## src/hdl/i2cbb_pkg.sv

```systemverilog
`timescale 1ns / 1ps

package i2cbb_pkg;

    localparam int S_TDATA_W = 16;
    localparam int M_TDATA_W = 16;
    localparam int PHASE_W   = 16;

    localparam logic [PHASE_W-1:0] PHASE_TICKS_RESET = 16'd16;

    // Sequence codes, equal to the request codes that start them.
    localparam logic [2:0] SEQ_IDLE  = 3'd0;
    localparam logic [2:0] SEQ_START = 3'd1;
    localparam logic [2:0] SEQ_STOP  = 3'd2;
    localparam logic [2:0] SEQ_WRITE = 3'd3;
    localparam logic [2:0] SEQ_READ  = 3'd4;

    localparam logic [3:0] STEP_END      = 4'd15;
    localparam logic [3:0] BITS_PER_BYTE = 4'h8;

    typedef struct packed {
        logic       sda_in;
        logic       release_ack;
        logic [7:0] write_byte;
        logic [2:0] req_type;
    } in_item_t;

    typedef struct packed {
        logic       read_done;
        logic [7:0] read_byte;
        logic       busy_res;
        logic       sda_low;
        logic       scl_low;
    } out_item_t;

endpackage

```

## src/hdl/i2c_bit_bang_master_unit.sv

```systemverilog
`timescale 1ns / 1ps
// Output: the result for a tick is registered and is on m_tdata in the cycle after its input transfer.
// Throughput: one tick per clock cycle; a new tick is taken whenever the output
// register is empty or is being read in the same cycle.
// Reset: synchronous on aresetn low; the sequencer goes idle with both lines
// released, read_byte clears, the output register empties and phase_ticks returns to 16.
module i2c_bit_bang_master_unit (
    input  logic                             aclk,
    input  logic                             aresetn,
    input  logic                             cfg_wen,
    input  logic [i2cbb_pkg::PHASE_W-1:0]    cfg_wdata,
    input  logic                             s_tvalid,
    output logic                             s_tready,
    // req_type[2:0], write_byte[10:3], release_ack[11], sda_in[12], zero[15:13]
    input  logic [i2cbb_pkg::S_TDATA_W-1:0]  s_tdata,
    output logic                             m_tvalid,
    input  logic                             m_tready,
    // scl_low[0], sda_low[1], busy_res[2], read_byte[10:3], read_done[11], zero[15:12]
    output logic [i2cbb_pkg::M_TDATA_W-1:0]  m_tdata
);
    import i2cbb_pkg::*;

    logic [PHASE_W-1:0] phase_ticks_reg;
    logic [2:0]         seq_reg, seq_next;
    logic [3:0]         step_reg, step_next;
    logic [3:0]         bitc_reg, bitc_next;
    logic [7:0]         shift_reg, shift_next;
    logic [PHASE_W-1:0] tick_reg, tick_next;
    logic [1:0]         units_reg, units_next;
    logic               scl_reg, scl_next;
    logic               sda_reg, sda_next;
    logic               ack_reg, ack_next;
    logic [7:0]         rx_reg, rx_next;
    logic               done_next;
    logic               m_tvalid_reg;
    out_item_t          m_item_reg;
    in_item_t           in_item;
    logic               accept;

    assign in_item  = in_item_t'(s_tdata[$bits(in_item_t)-1:0]);
    assign s_tready = !m_tvalid_reg || m_tready;
    assign accept   = s_tvalid && s_tready;
    assign m_tvalid = m_tvalid_reg;
    assign m_tdata  = {{(M_TDATA_W-$bits(out_item_t)){1'b0}}, m_item_reg};

    always_comb begin
        logic [PHASE_W-1:0] p;
        logic [3:0]         nx;
        logic               enter;
        logic [1:0]         units_m1;

        p         = (phase_ticks_reg == '0) ? PHASE_W'(1) : phase_ticks_reg;
        nx        = STEP_END;
        enter     = 1'b0;
        units_m1  = 2'd0;
        seq_next  = seq_reg;
        step_next = step_reg;
        bitc_next = bitc_reg;
        shift_next = shift_reg;
        tick_next = tick_reg;
        units_next = units_reg;
        scl_next  = scl_reg;
        sda_next  = sda_reg;
        ack_next  = ack_reg;
        rx_next   = rx_reg;
        done_next = 1'b0;

        // Advance the running segment or pick the next one.
        if (seq_reg != SEQ_IDLE) begin
            if (tick_reg != '0) begin
                tick_next = tick_reg - PHASE_W'(1);
            end else if (units_reg != 2'd0) begin
                units_next = units_reg - 2'd1;
                tick_next  = p - PHASE_W'(1);
            end else begin
                if (seq_reg == SEQ_START || seq_reg == SEQ_STOP) begin
                    nx = (step_reg == 4'd0) ? 4'd1 : STEP_END;
                end else if (seq_reg == SEQ_WRITE || seq_reg == SEQ_READ) begin
                    case (step_reg)
                        4'd0, 4'd1, 4'd4, 4'd6, 4'd7, 4'd8: begin
                            nx = step_reg + 4'd1;
                        end
                        4'd2: begin
                            bitc_next = bitc_reg + 4'd1;
                            nx = (bitc_next < BITS_PER_BYTE) ? 4'd0 : 4'd3;
                        end
                        4'd3: begin
                            nx = (seq_reg == SEQ_WRITE || ack_reg) ? 4'd4 : 4'd6;
                        end
                        default: begin
                            nx = STEP_END;
                        end
                    endcase
                end
                if (nx == STEP_END) begin
                    if (seq_reg == SEQ_STOP) begin
                        sda_next = 1'b0;
                    end
                    if (seq_reg == SEQ_READ) begin
                        rx_next   = shift_reg;
                        done_next = 1'b1;
                    end
                    seq_next  = SEQ_IDLE;
                    step_next = 4'd0;
                end else begin
                    step_next = nx;
                    enter     = 1'b1;
                end
            end
        end

        // A new command is taken only once the sequencer is idle.
        if (seq_next == SEQ_IDLE && in_item.req_type >= SEQ_START &&
            in_item.req_type <= SEQ_READ) begin
            seq_next  = in_item.req_type;
            step_next = 4'd0;
            bitc_next = 4'd0;
            if (in_item.req_type == SEQ_WRITE) begin
                shift_next = in_item.write_byte;
            end else if (in_item.req_type == SEQ_READ) begin
                shift_next = 8'd0;
            end
            ack_next = in_item.release_ack;
            enter    = 1'b1;
        end

        // Drive changes at the start of a segment, and its length.
        if (enter) begin
            if (seq_next == SEQ_START || seq_next == SEQ_STOP) begin
                units_m1 = 2'd1;
                if (step_next == 4'd0) begin
                    sda_next = 1'b1;
                end else begin
                    scl_next = (seq_next == SEQ_START);
                end
            end else if (seq_next == SEQ_WRITE || seq_next == SEQ_READ) begin
                case (step_next)
                    4'd0: begin
                        if (seq_next == SEQ_WRITE) begin
                            sda_next = !shift_next[7];
                        end
                    end
                    4'd1: begin
                        scl_next = 1'b0;
                        if (seq_next == SEQ_WRITE) begin
                            shift_next = {shift_next[6:0], 1'b0};
                        end else begin
                            shift_next = {shift_next[6:0], in_item.sda_in};
                        end
                    end
                    4'd2: scl_next = 1'b1;
                    4'd3: begin
                        if (seq_next == SEQ_WRITE) begin
                            sda_next = 1'b0;
                        end
                    end
                    4'd4: begin
                        scl_next = 1'b0;
                        units_m1 = 2'd3;
                    end
                    4'd5: begin
                        scl_next = 1'b1;
                        units_m1 = 2'd3;
                    end
                    4'd6: sda_next = 1'b1;
                    4'd7: begin
                        scl_next = 1'b0;
                        units_m1 = 2'd1;
                    end
                    4'd8: scl_next = 1'b1;
                    4'd9: begin
                        sda_next = 1'b0;
                        units_m1 = 2'd3;
                    end
                    default: units_m1 = 2'd0;
                endcase
            end
            tick_next  = p - PHASE_W'(1);
            units_next = units_m1;
        end
    end

    always_ff @(posedge aclk) begin
        if (!aresetn) begin
            phase_ticks_reg <= PHASE_TICKS_RESET;
            seq_reg      <= SEQ_IDLE;
            step_reg     <= 4'd0;
            bitc_reg     <= 4'd0;
            shift_reg    <= 8'd0;
            tick_reg     <= '0;
            units_reg    <= 2'd0;
            scl_reg      <= 1'b0;
            sda_reg      <= 1'b0;
            ack_reg      <= 1'b0;
            rx_reg       <= 8'd0;
            m_tvalid_reg <= 1'b0;
        end else begin
            if (cfg_wen) begin
                phase_ticks_reg <= cfg_wdata;
            end
            if (accept) begin
                seq_reg   <= seq_next;
                step_reg  <= step_next;
                bitc_reg  <= bitc_next;
                shift_reg <= shift_next;
                tick_reg  <= tick_next;
                units_reg <= units_next;
                scl_reg   <= scl_next;
                sda_reg   <= sda_next;
                ack_reg   <= ack_next;
                rx_reg    <= rx_next;
            end
            if (accept) begin
                m_tvalid_reg <= 1'b1;
            end else if (m_tready) begin
                m_tvalid_reg <= 1'b0;
            end
        end
    end

    // Payload of the output register needs no reset.
    always_ff @(posedge aclk) begin
        if (accept) begin
            m_item_reg.scl_low   <= scl_next;
            m_item_reg.sda_low   <= sda_next;
            m_item_reg.busy_res  <= (seq_next != SEQ_IDLE);
            m_item_reg.read_byte <= rx_next;
            m_item_reg.read_done <= done_next;
        end
    end

endmodule

```

## config.mk

```make
export PLATFORM = sky130hd
export DESIGN_NAME = i2c_bit_bang_master_unit
export DESIGN_NICKNAME = d
export VERILOG_FILES = /design/src/hdl/i2cbb_pkg.sv /design/src/hdl/i2c_bit_bang_master_unit.sv
export SDC_FILE = /design/constraint.sdc
export NUM_CORES = 1
export LEC_CHECK = 0
export BUFFER_PORTS_ARGS = -buffer_cell sky130_fd_sc_hd__buf_2
export CAP_MARGIN = 20
export CORE_MARGIN = 5
export CORE_UTILIZATION = 50
export CTS_CLUSTER_SIZE = 20
export DETAILED_ROUTE_END_ITERATION = 10
export PLACE_DENSITY = 0.7
export SLEW_MARGIN = 5
export SYNTH_ARGS = -nofsm -noshare
export SYNTH_HDL_FRONTEND = slang
export SYNTH_SLANG_ARGS = --single-unit
export TNS_END_PERCENT = 10
```

## constraint.sdc

```tcl
create_clock -name aclk -period 3.9 [get_ports aclk]
set_clock_uncertainty 0.2 [all_clocks]
set_input_delay 0.195 -clock aclk [delete_from_list [all_inputs] [get_ports aclk]]
set_output_delay 0.195 -clock aclk [all_outputs]
set_load 0.05 [all_outputs]
```

# [Word-level counts from Yosys, hierarchy flattened]
# Index checks and enable logic that the tools add are counted.
[word_totals] ram_bits=0 mem_bits_ro=0 word_cells=169 latch_bits=0 regBits=77 in_bits=37 output_inout_bits=18 memories=0
[classes] order_cmp=3 reduce_logical=35 n_mux=76 eq_ne=31 n_shift=0 bitwise_logic=2 n_addsub=5 n_div=0 n_mul=0
[op_table] cell="8-bit two-way mux" count=12
[op_table] cell="16-bit two-way mux" count=5
[op_table] cell="4-bit two-way mux" count=18
[op_table] cell="16-bit by 1-bit subtractor with 16-bit output (second input constant)" count=2
[op_table] cell="4-bit by 3-bit equality test with 1-bit output (second input constant)" count=7
[op_table] cell="1-bit two-way mux" count=24
[op_table] cell="4-bit by 2-bit equality test with 1-bit output (second input constant)" count=4
[op_table] cell="4-bit equality test (second input constant)" count=4
[op_table] cell="16-bit zero test" count=1
[op_table] cell="2-bit two-way mux" count=8
[op_table] cell="16-bit nonzero test" count=1
[op_table] cell="3-bit by 2-bit equality test with 1-bit output (second input constant)" count=5
[op_table] cell="3-bit two-way mux" count=5
[op_table] cell="2-bit nonzero test" count=7
[op_table] cell="4-bit one-hot mux with 3 select lines" count=1
[op_table] cell="3-bit equality test (second input constant)" count=3
[op_table] cell="3-bit nonzero test" count=3
[op_table] cell="3-bit OR reduction" count=3
[op_table] cell="4-bit by 1-bit adder with 4-bit output (second input constant)" count=2
[op_table] cell="4-bit by 1-bit equality test with 1-bit output (second input constant)" count=2
[op_table] cell="4-bit zero test" count=2
[op_table] cell="2-bit by 1-bit inequality test with 1-bit output (second input constant)" count=4
[op_table] cell="7-bit AND reduction" count=1
[op_table] cell="3-bit by 1-bit equality test with 1-bit output (second input constant)" count=2
[op_table] cell="other kinds (17)" count=26

# [Depth between registers and ports, before layout]
# Gate-level depths: netlist of the first run.
[depth] ltp_word=24 ltp_mapped=15 mapped_depth_nobuf=14

# [Least setup slack after synthesis of the first run]
# Ideal clock, no wire load.
[synth_path] kind="flip-flop to flip-flop" startpoint="register step_reg[0]" endpoint="register scl_reg" path_stages_with_launch=14 n_path_buf=1 path_slack_ps=512 setup_ps=80 arrival_ps=3109 synth_period_minus_slack_ps=3388 required_ps=3620 cell_sequence="dfxtp_1 > inv_1 > ha_1 > or3_4 > and2_4 > o221ai_2 > o32ai_4 > o211a_1 > nor2_1 > buf_6 > mux2_4 > a311oi_1 > o21ai_1 > a211oi_2"
[synth_between] elab_chain_cells=23 elab_cells_between_ends=56 classes_between="add/sub (1); eq/ne (18); mux (27); reduce/logical (10)"
[synth_lines] item="from (decl)" line_no="i2c_bit_bang_master_unit.sv:25" text="logic [3:0] step_reg, step_next;"
[synth_lines] item="from (signal assigned)" line_no="i2c_bit_bang_master_unit.sv:203" text="step_reg <= step_next;"
[synth_lines] item="parallel branches: the longest is 22 deep, another holds 4-bit by 1-bit adder with 4-bit output"
[synth_lines] item="1-bit two-way mux *" line_no="i2c_bit_bang_master_unit.sv:128" text="if (enter) begin"
[synth_lines] item="to (signal assigned)" line_no="i2c_bit_bang_master_unit.sv:208" text="scl_reg <= scl_next;"
[synth_lines] item="to (decl)" line_no="i2c_bit_bang_master_unit.sv:30" text="logic scl_reg, scl_next;"
# Every way passes the cells marked *. The select of a mux whose other input is x is not followed.
# A chain may end at the register's enable or synchronous reset.

# [Final worst setup path of the first run]
[layout_path] startpoint="register step_reg[1]" endpoint="register m_item_reg (netlist bit m_tdata[0]) (data pin)"
[layout_between] elab_chain_cells=23 elab_cells_between_ends=56 classes_between="add/sub (1); eq/ne (18); mux (27); reduce/logical (10)"
[layout_lines] item="parallel branches: the longest is 22 deep, another holds 4-bit by 1-bit adder with 4-bit output"
[layout_lines] item="1-bit two-way mux *" line_no="i2c_bit_bang_master_unit.sv:128"
[layout_lines] item="net scl_next" line_no="i2c_bit_bang_master_unit.sv:30"
[layout_lines] item="to (decl)" line_no="i2c_bit_bang_master_unit.sv:36" text="out_item_t m_item_reg;"
# Mark *: on every way through the listed nets, which the timed path passes. The select of a mux whose other input is x is not followed.

==> qor.yml, run 1 <==
floorplanning:
  dieWidth_um: 108
  initial_core_util_pct: 51.6
  die_h_um: 108
  rows: 35
  core_area_um2: 9280
  io_pins: 55
  die-area_um2: 11600
routing:
  vias: 4607
  via_per_inst: 5.85
  wl_per_cell_um: 15.9
  ant_nets: 0
  drt-total-wl_um: 12500
  drc: 0
  drt_iter0_drc: 222
  drt-pass1-iter-count: 5
power_and_ir_drop:
  p_per_area_nw_per_um2: 587
  switchingPower_mw: 1.41
  seq_power_share_pct: 31.4
  comb_power_share_pct: 48.4
  sw_frac_of_total_pct: 43.1
  ir_drop_mv: 0.371
  intPower_mw: 1.87
  p_leak_nw: 2.21
  clockPowerShare_pct: 20.2
sta:
  relSlewSlack_pct: 55.4
  tightestPinTransition_ns: 0.668
  final-setup-viol-count: 0
  drv_slew: 0
  rsz0062_at_grt: "false"
  finalCriticalPeriod_ns: 3.70
  finalHoldViolations: 0
  finalCritPeriodShare_pct: 95.0
  setup_tns_ns: 0
  fmax_mhz: 270
outcome:
  status: "complete, no violations"
critical_path:
  cp.arrival_ns: 3.59
  path_class: "reg2reg"
  crit_path_max_fanout: 7
  startpoint_type: "flip-flop"
  critPathTopFamily: "compound AO/OA/AOI/OAI gates"
  path_buf_inv: 2
  slowest_delay_ns: 0.39
  critPathSlowestCell: "or3_4"
  required_ns: 3.78
  crit_chain: "inv_1, ha_1, or3_4, and2_4, o221ai_2, o32ai_4, buf_4, o21ai_2, a32oi_1, o21ai_0, o211ai_1, a211oi_1, a21oi_1"
  end_kind: "flip-flop"
  reg2reg_slack_ns: 0.20
grt:
  grt_pass1_wl_um: 21000
  grt_pass1_vias: 4475
  grt_max_degree: 25
  antenna_found_initial: 0
  grt_usage_pct: 22.2
  grt_overflow: 0
yosys:
  syn_area_um2: 4790
  synth_edf_count: 12
  yosys_warnings: 0
  ys_seq_area_share_pct: 34.7
  synthesis.instances: 590
  synth_cell_type_count: 79
  synth_ff_type: "dfxtp_1"
  synth-seq-cells: 77
  async_flop_share_pct: 0
  postSynthAreaPerCell_um2: 8.12
placement:
  placed_cells: 750
  place_hpwl_um: 8960
  io_buffers: 47
  gp_routability_congestion: 0.879
final_layout:
  final-seq-area_um2: 1660
  fin_nets: 698
  drive_gt1_share_pct: 16.9
  n_antenna_cell: 0
  layout_common_cells: "nor2_1 (74), nand2_1 (72), dfxtp_1 (65)"
  area_delta_synth_final_pct: 16.7
  multi_input_area_um2: 2910
  final_cells: 787
  fillers: 842
  final_common_cell: "nor2_1"
cts:
  cts.path.max_buffers: 2
  ctsHtreeMaxLevel: 3
  root_buffer: "clkbuf_8"
  clk_latency_ns: 0.34
  cts_tree: "done"
  clk_pin_slew_ns: 0.08
  cts.sinks: 77
  numCtsBuffers: 9
run:
  maxCapViolCount: 0
worst_hold_path:
  hp-class: "in2reg"
power by group through the flow:
| stage | registers, mW | logic, mW | clock network, mW |
|---|---|---|---|
| after floorplan | 1.06 | 1.17 | 0 |
| after global placement | 1.04 | 1.49 | 0 |
| after detailed placement | 1.04 | 1.53 | 0 |
| after CTS | 1.03 | 1.56 | 0.677 |
| after global routing | 1.05 | 1.77 | 0.716 |
| final | 1.03 | 1.59 | 0.661 |
through the flow:
| stage | util [%] | hold slack, ns | area [µm²] | power (mW) | setup WS [ns] |
|---|---|---|---|---|---|
| 3_5_place_dp | 55.5 | 0.231 | 5160 | 2.58 | 0.167 |
| 4_1_cts | 59.9 | 0.0129 | 5570 | 3.27 | 0.174 |
| 3_3_place_gp | 55.2 | 0.226 | 5130 | 2.53 | 0.283 |
| 2_1_floorplan | - | 0.124 | 4800 | 2.23 | 0.512 |
| 6_report | 60.2 | 0.0235 | 5590 | 3.28 | 0.196 |
| 5_1_grt | 60.2 | 0.00962 | 5590 | 3.53 | 0.0122 |
synthesized netlist by cell type, drive strengths merged (3+ instances only):
| library cell | number | share of area (%) |
|---|---|---|
| nor2 | 75 | 5.9 |
| nand2 | 73 | 5.9 |
| dfxtp | 65 | 27 |
| o21ai | 43 | 4.9 |
| a21oi | 33 | 3.8 |
| mux2i | 22 | 4.6 |
| clkbuf | 19 | 1.5 |
| inv | 17 | 1.3 |
| nor3 | 17 | 1.8 |
| nand3 | 16 | 1.9 |
| buf | 15 | 2.1 |
| a22oi | 14 | 2.2 |
| xnor2 | 13 | 2.4 |
| edfxtp | 12 | 7.5 |
| a211oi | 10 | 1.8 |
| a31oi | 10 | 1.3 |
| and2 | 10 | 1.4 |
| nor4 | 9 | 1.5 |
| and3 | 8 | 1.0 |
| ha | 8 | 2.1 |
| nand2b | 7 | 0.91 |
| a311oi | 6 | 1.1 |
| xor2 | 6 | 1.1 |
| nand4 | 5 | 0.65 |
| nor3b | 5 | 0.78 |
| o22ai | 5 | 0.65 |
| or3 | 5 | 0.76 |
| nand3b | 4 | 0.63 |
| o211ai | 4 | 0.63 |
| or2 | 4 | 0.52 |
| a22o | 3 | 0.55 |
| a32oi | 3 | 0.55 |
| nor2b | 3 | 0.39 |
| nor4b | 3 | 0.68 |
| o21a | 3 | 0.47 |
| o221ai | 3 | 0.68 |
| o31ai | 3 | 0.47 |
layout make-up:
class / instances / share of cell area (%)
clock inverters: 4 / 0.940
inverters: 17 / 1.14
well taps: 129 / 2.89
multi-input cells: 465 / 52.1
flip-flops and latches: 77 / 29.7
repair buffers: 83 / 10.3
clock buffers: 12 / 2.98
timing repair:
item / CTS / global route
setup buffers: 0 / 2
endpoints found under the hold margin: 18 / 0
gates resized for setup: 0 / 2
setup endpoints to repair: 0 / 15
hold buffers: 19 / 0
path summary, 6_finish.rpt:
path               startpoint            endpoint  cells past startpoint
hold reg to reg     rx_reg[0]           rx_reg[0]                      2
setup / recovery  step_reg[1]          m_tdata[0]                     13
hold / removal        aresetn  phase_ticks_reg[4]                      2
setup reg to reg  step_reg[1]          m_tdata[0]                     13
layer usage:
metal  part of all wire (%)  track usage (%)
met2                     50             38.4
met5                      0                0
met3                    5.0             4.20
met1                     43             27.8
met4                    1.9             6.85
cell families (layout without fill, tap and decap cells):
kind of cell               Yosys count  in the layout  synth area share [%]
buffers and inverters               51            116                  4.96
AOI/OAI and AO/OA                  157            157                  23.0
DFF                                 77             77                  34.7
and+or+nand+nor                    253            253                  26.6
adders and majority gates            8              8                  2.09
xor gates and xnor gates            19             19                  3.47
muxes                               24             24                  5.15
other                                1              4                0.0783
Note: power is estimated with default switching activity, not from simulation.
==> run 2: changes to the inputs <==
--- a/config.mk
+++ b/config.mk
@@ -7,7 +7,6 @@
 export LEC_CHECK = 0
 export BUFFER_PORTS_ARGS = -buffer_cell sky130_fd_sc_hd__buf_2
 export CAP_MARGIN = 20
-export CORE_MARGIN = 5
 export CORE_UTILIZATION = 50
 export CTS_CLUSTER_SIZE = 20
 export DETAILED_ROUTE_END_ITERATION = 10
==> qor.yml, run 2 (same netlist as run 1, synthesis figures left out) <==
power_and_ir_drop:
  p_leak_nw: 2.18
  ir_drop_mv: 0.467
  p_per_area_nw_per_um2: 579
sta:
  drv_slew: 0
  final-setup-viol-count: 0
  finalHoldViolations: 0
  finalCritPeriodShare_pct: 94.6
  relSlewSlack_pct: 60.6
  finalCriticalPeriod_ns: 3.69
  tightestPinTransition_ns: 0.589
  fin_hold_ws_ns: 0.0541
  setup_tns_ns: 0
  fin_ws_ns: 0.211
  fmax_mhz: 271
  rsz0062_at_grt: "false"
placement:
  placed_cells: 750
  io_buffers: 47
  dp_slack_ns: 0.129
  place_hpwl_um: 8670
  gp_routability_congestion: 0.893
critical_path:
  cp.arrival_ns: 3.57
  rr_startpoint: "step_reg[1]"
  r2r_end: "m_tdata[0]"
  path_class: "reg2reg"
  crit_chain: "inv_1, ha_1, or3_4, and2_4, o221ai_2, o32ai_4, o211a_1, nor2_2, xnor2_1, o211ai_1, a211oi_1, a21oi_1"
  path_buf_inv: 1
  rr_worst_depth: 12
  required_ns: 3.79
  end_kind: "flip-flop"
  crit_path_max_fanout: 8
  startpoint_type: "flip-flop"
  reg2reg_slack_ns: 0.21
  startpoint: "step_reg[1]"
  critPathTopFamily: "compound AO/OA/AOI/OAI gates"
  critPathSlowestCell: "or3_4"
  slowest_delay_ns: 0.39
grt:
  antenna_found_initial: 0
  grtUsageMet3_pct: 3.41
  grt_max_degree: 47
  gr-usage-met2_pct: 45.1
  grt_pass1_wl_um: 20000
  grt_overflow: 0
  use_met1_pct: 31.6
  busiest_layer: "met2"
  grt_pass1_vias: 4098
  grt_usage_pct: 25.3
worst_hold_path:
  hp-start: "s_tdata[4]"
  hp-class: "in2reg"
  hold_depth: 5
  hold_end: "shift_reg[2]"
floorplanning:
  dieWidth_um: 99.9
  die-area_um2: 9980
  core_area_um2: 9240
  rows: 35
  die_h_um: 99.9
  initial_core_util_pct: 51.8
  io_pins: 55
cts:
  cts.path.max_buffers: 2
  cts_tree: "done"
  numCtsBuffers: 9
  cts_setup_buffers: 0
  root_buffer: "clkbuf_8"
  clk_pin_slew_ns: 0.09
  ctsHtreeMaxLevel: 3
  cts.sinks: 77
  clk_latency_ns: 0.36
final_layout:
  drive_gt1_share_pct: 17.0
  final_common_cell: "nor2_1"
  fillers: 815
  final_cells: 786
  fin_nets: 697
  layout_common_cells: "nor2_1 (73), nand2_1 (72), dfxtp_1 (65)"
  n_antenna_cell: 0
  area_delta_synth_final_pct: 15.5
routing:
  drt-pass1-iter-count: 5
  drt_iter0_drc: 210
  drt-total-wl_um: 12500
  ant_nets: 0
  via_per_inst: 5.89
  drc: 0
  wl_per_cell_um: 15.9
  vias: 4633
run:
  maxCapViolCount: 0
outcome:
  status: "complete, no violations"
## run 2: final cells by class
cell class	count	area, µm²	area share, %
clock buffers	10	138	2.49
clock inverters	6	45.0	0.814
inverters	17	63.8	1.15
multi-input cells	465	2920	52.7
flip-flops and latches	77	1660	30.0
well taps	129	161	2.92
repair buffers	82	548	9.91
## run 2: worst max path at each step
stage                        end  cells past startpoint  slack [ns]
floorplan                scl_reg                     13        0.51
global placement      m_tdata[1]                     13        0.28
detailed placement    m_tdata[0]                     12        0.13
CTS                   m_tdata[0]                     12        0.12
global route        shift_reg[4]                     13        0.04
finish                m_tdata[0]                     12        0.21
## run 2: tightest hold or removal path, delay by kind of cell
kind,cells,cell delay [ns]
simple gates,2,0.15
mux,1,0.08
compound gates,1,0.08
buf+inv,1,0.07
## run 2: report_power, final
part / leakage, nW / total (mW) / internal [mW] / switching (mW)
logic: 1.43 / 1.60 / 0.604 / 0.992
registers: 0.651 / 1.03 / 0.916 / 0.113
clock network: 0.0932 / 0.578 / 0.252 / 0.325
total: 2.18 / 3.20 / 1.77 / 1.43
## run 2: metrics by stage
step / cell area [µm²] / total power [mW] / util (%)
after detailed placement: 5140 / 2.59 / 55.6
final: 5530 / 3.20 / 59.9
after global placement: 5140 / 2.55 / 55.6
after floorplan: 4800 / 2.23 / -
after CTS: 5520 / 3.19 / 59.7
after global routing: 5530 / 3.41 / 59.9
## run 2: what timing repair did
action	in CTS	in global routing
endpoints found under the hold margin	18	0
resized for setup	0	4
setup endpoints to repair	0	7
hold buffers	20	0
## run 2: per-layer routing
layer / up-vias / wire [µm]
li1: 2268 / -
met1: 2214 / 5490
met2: 134 / 6290
met3: 17 / 532
met4: 0 / 197
met5: - / 0
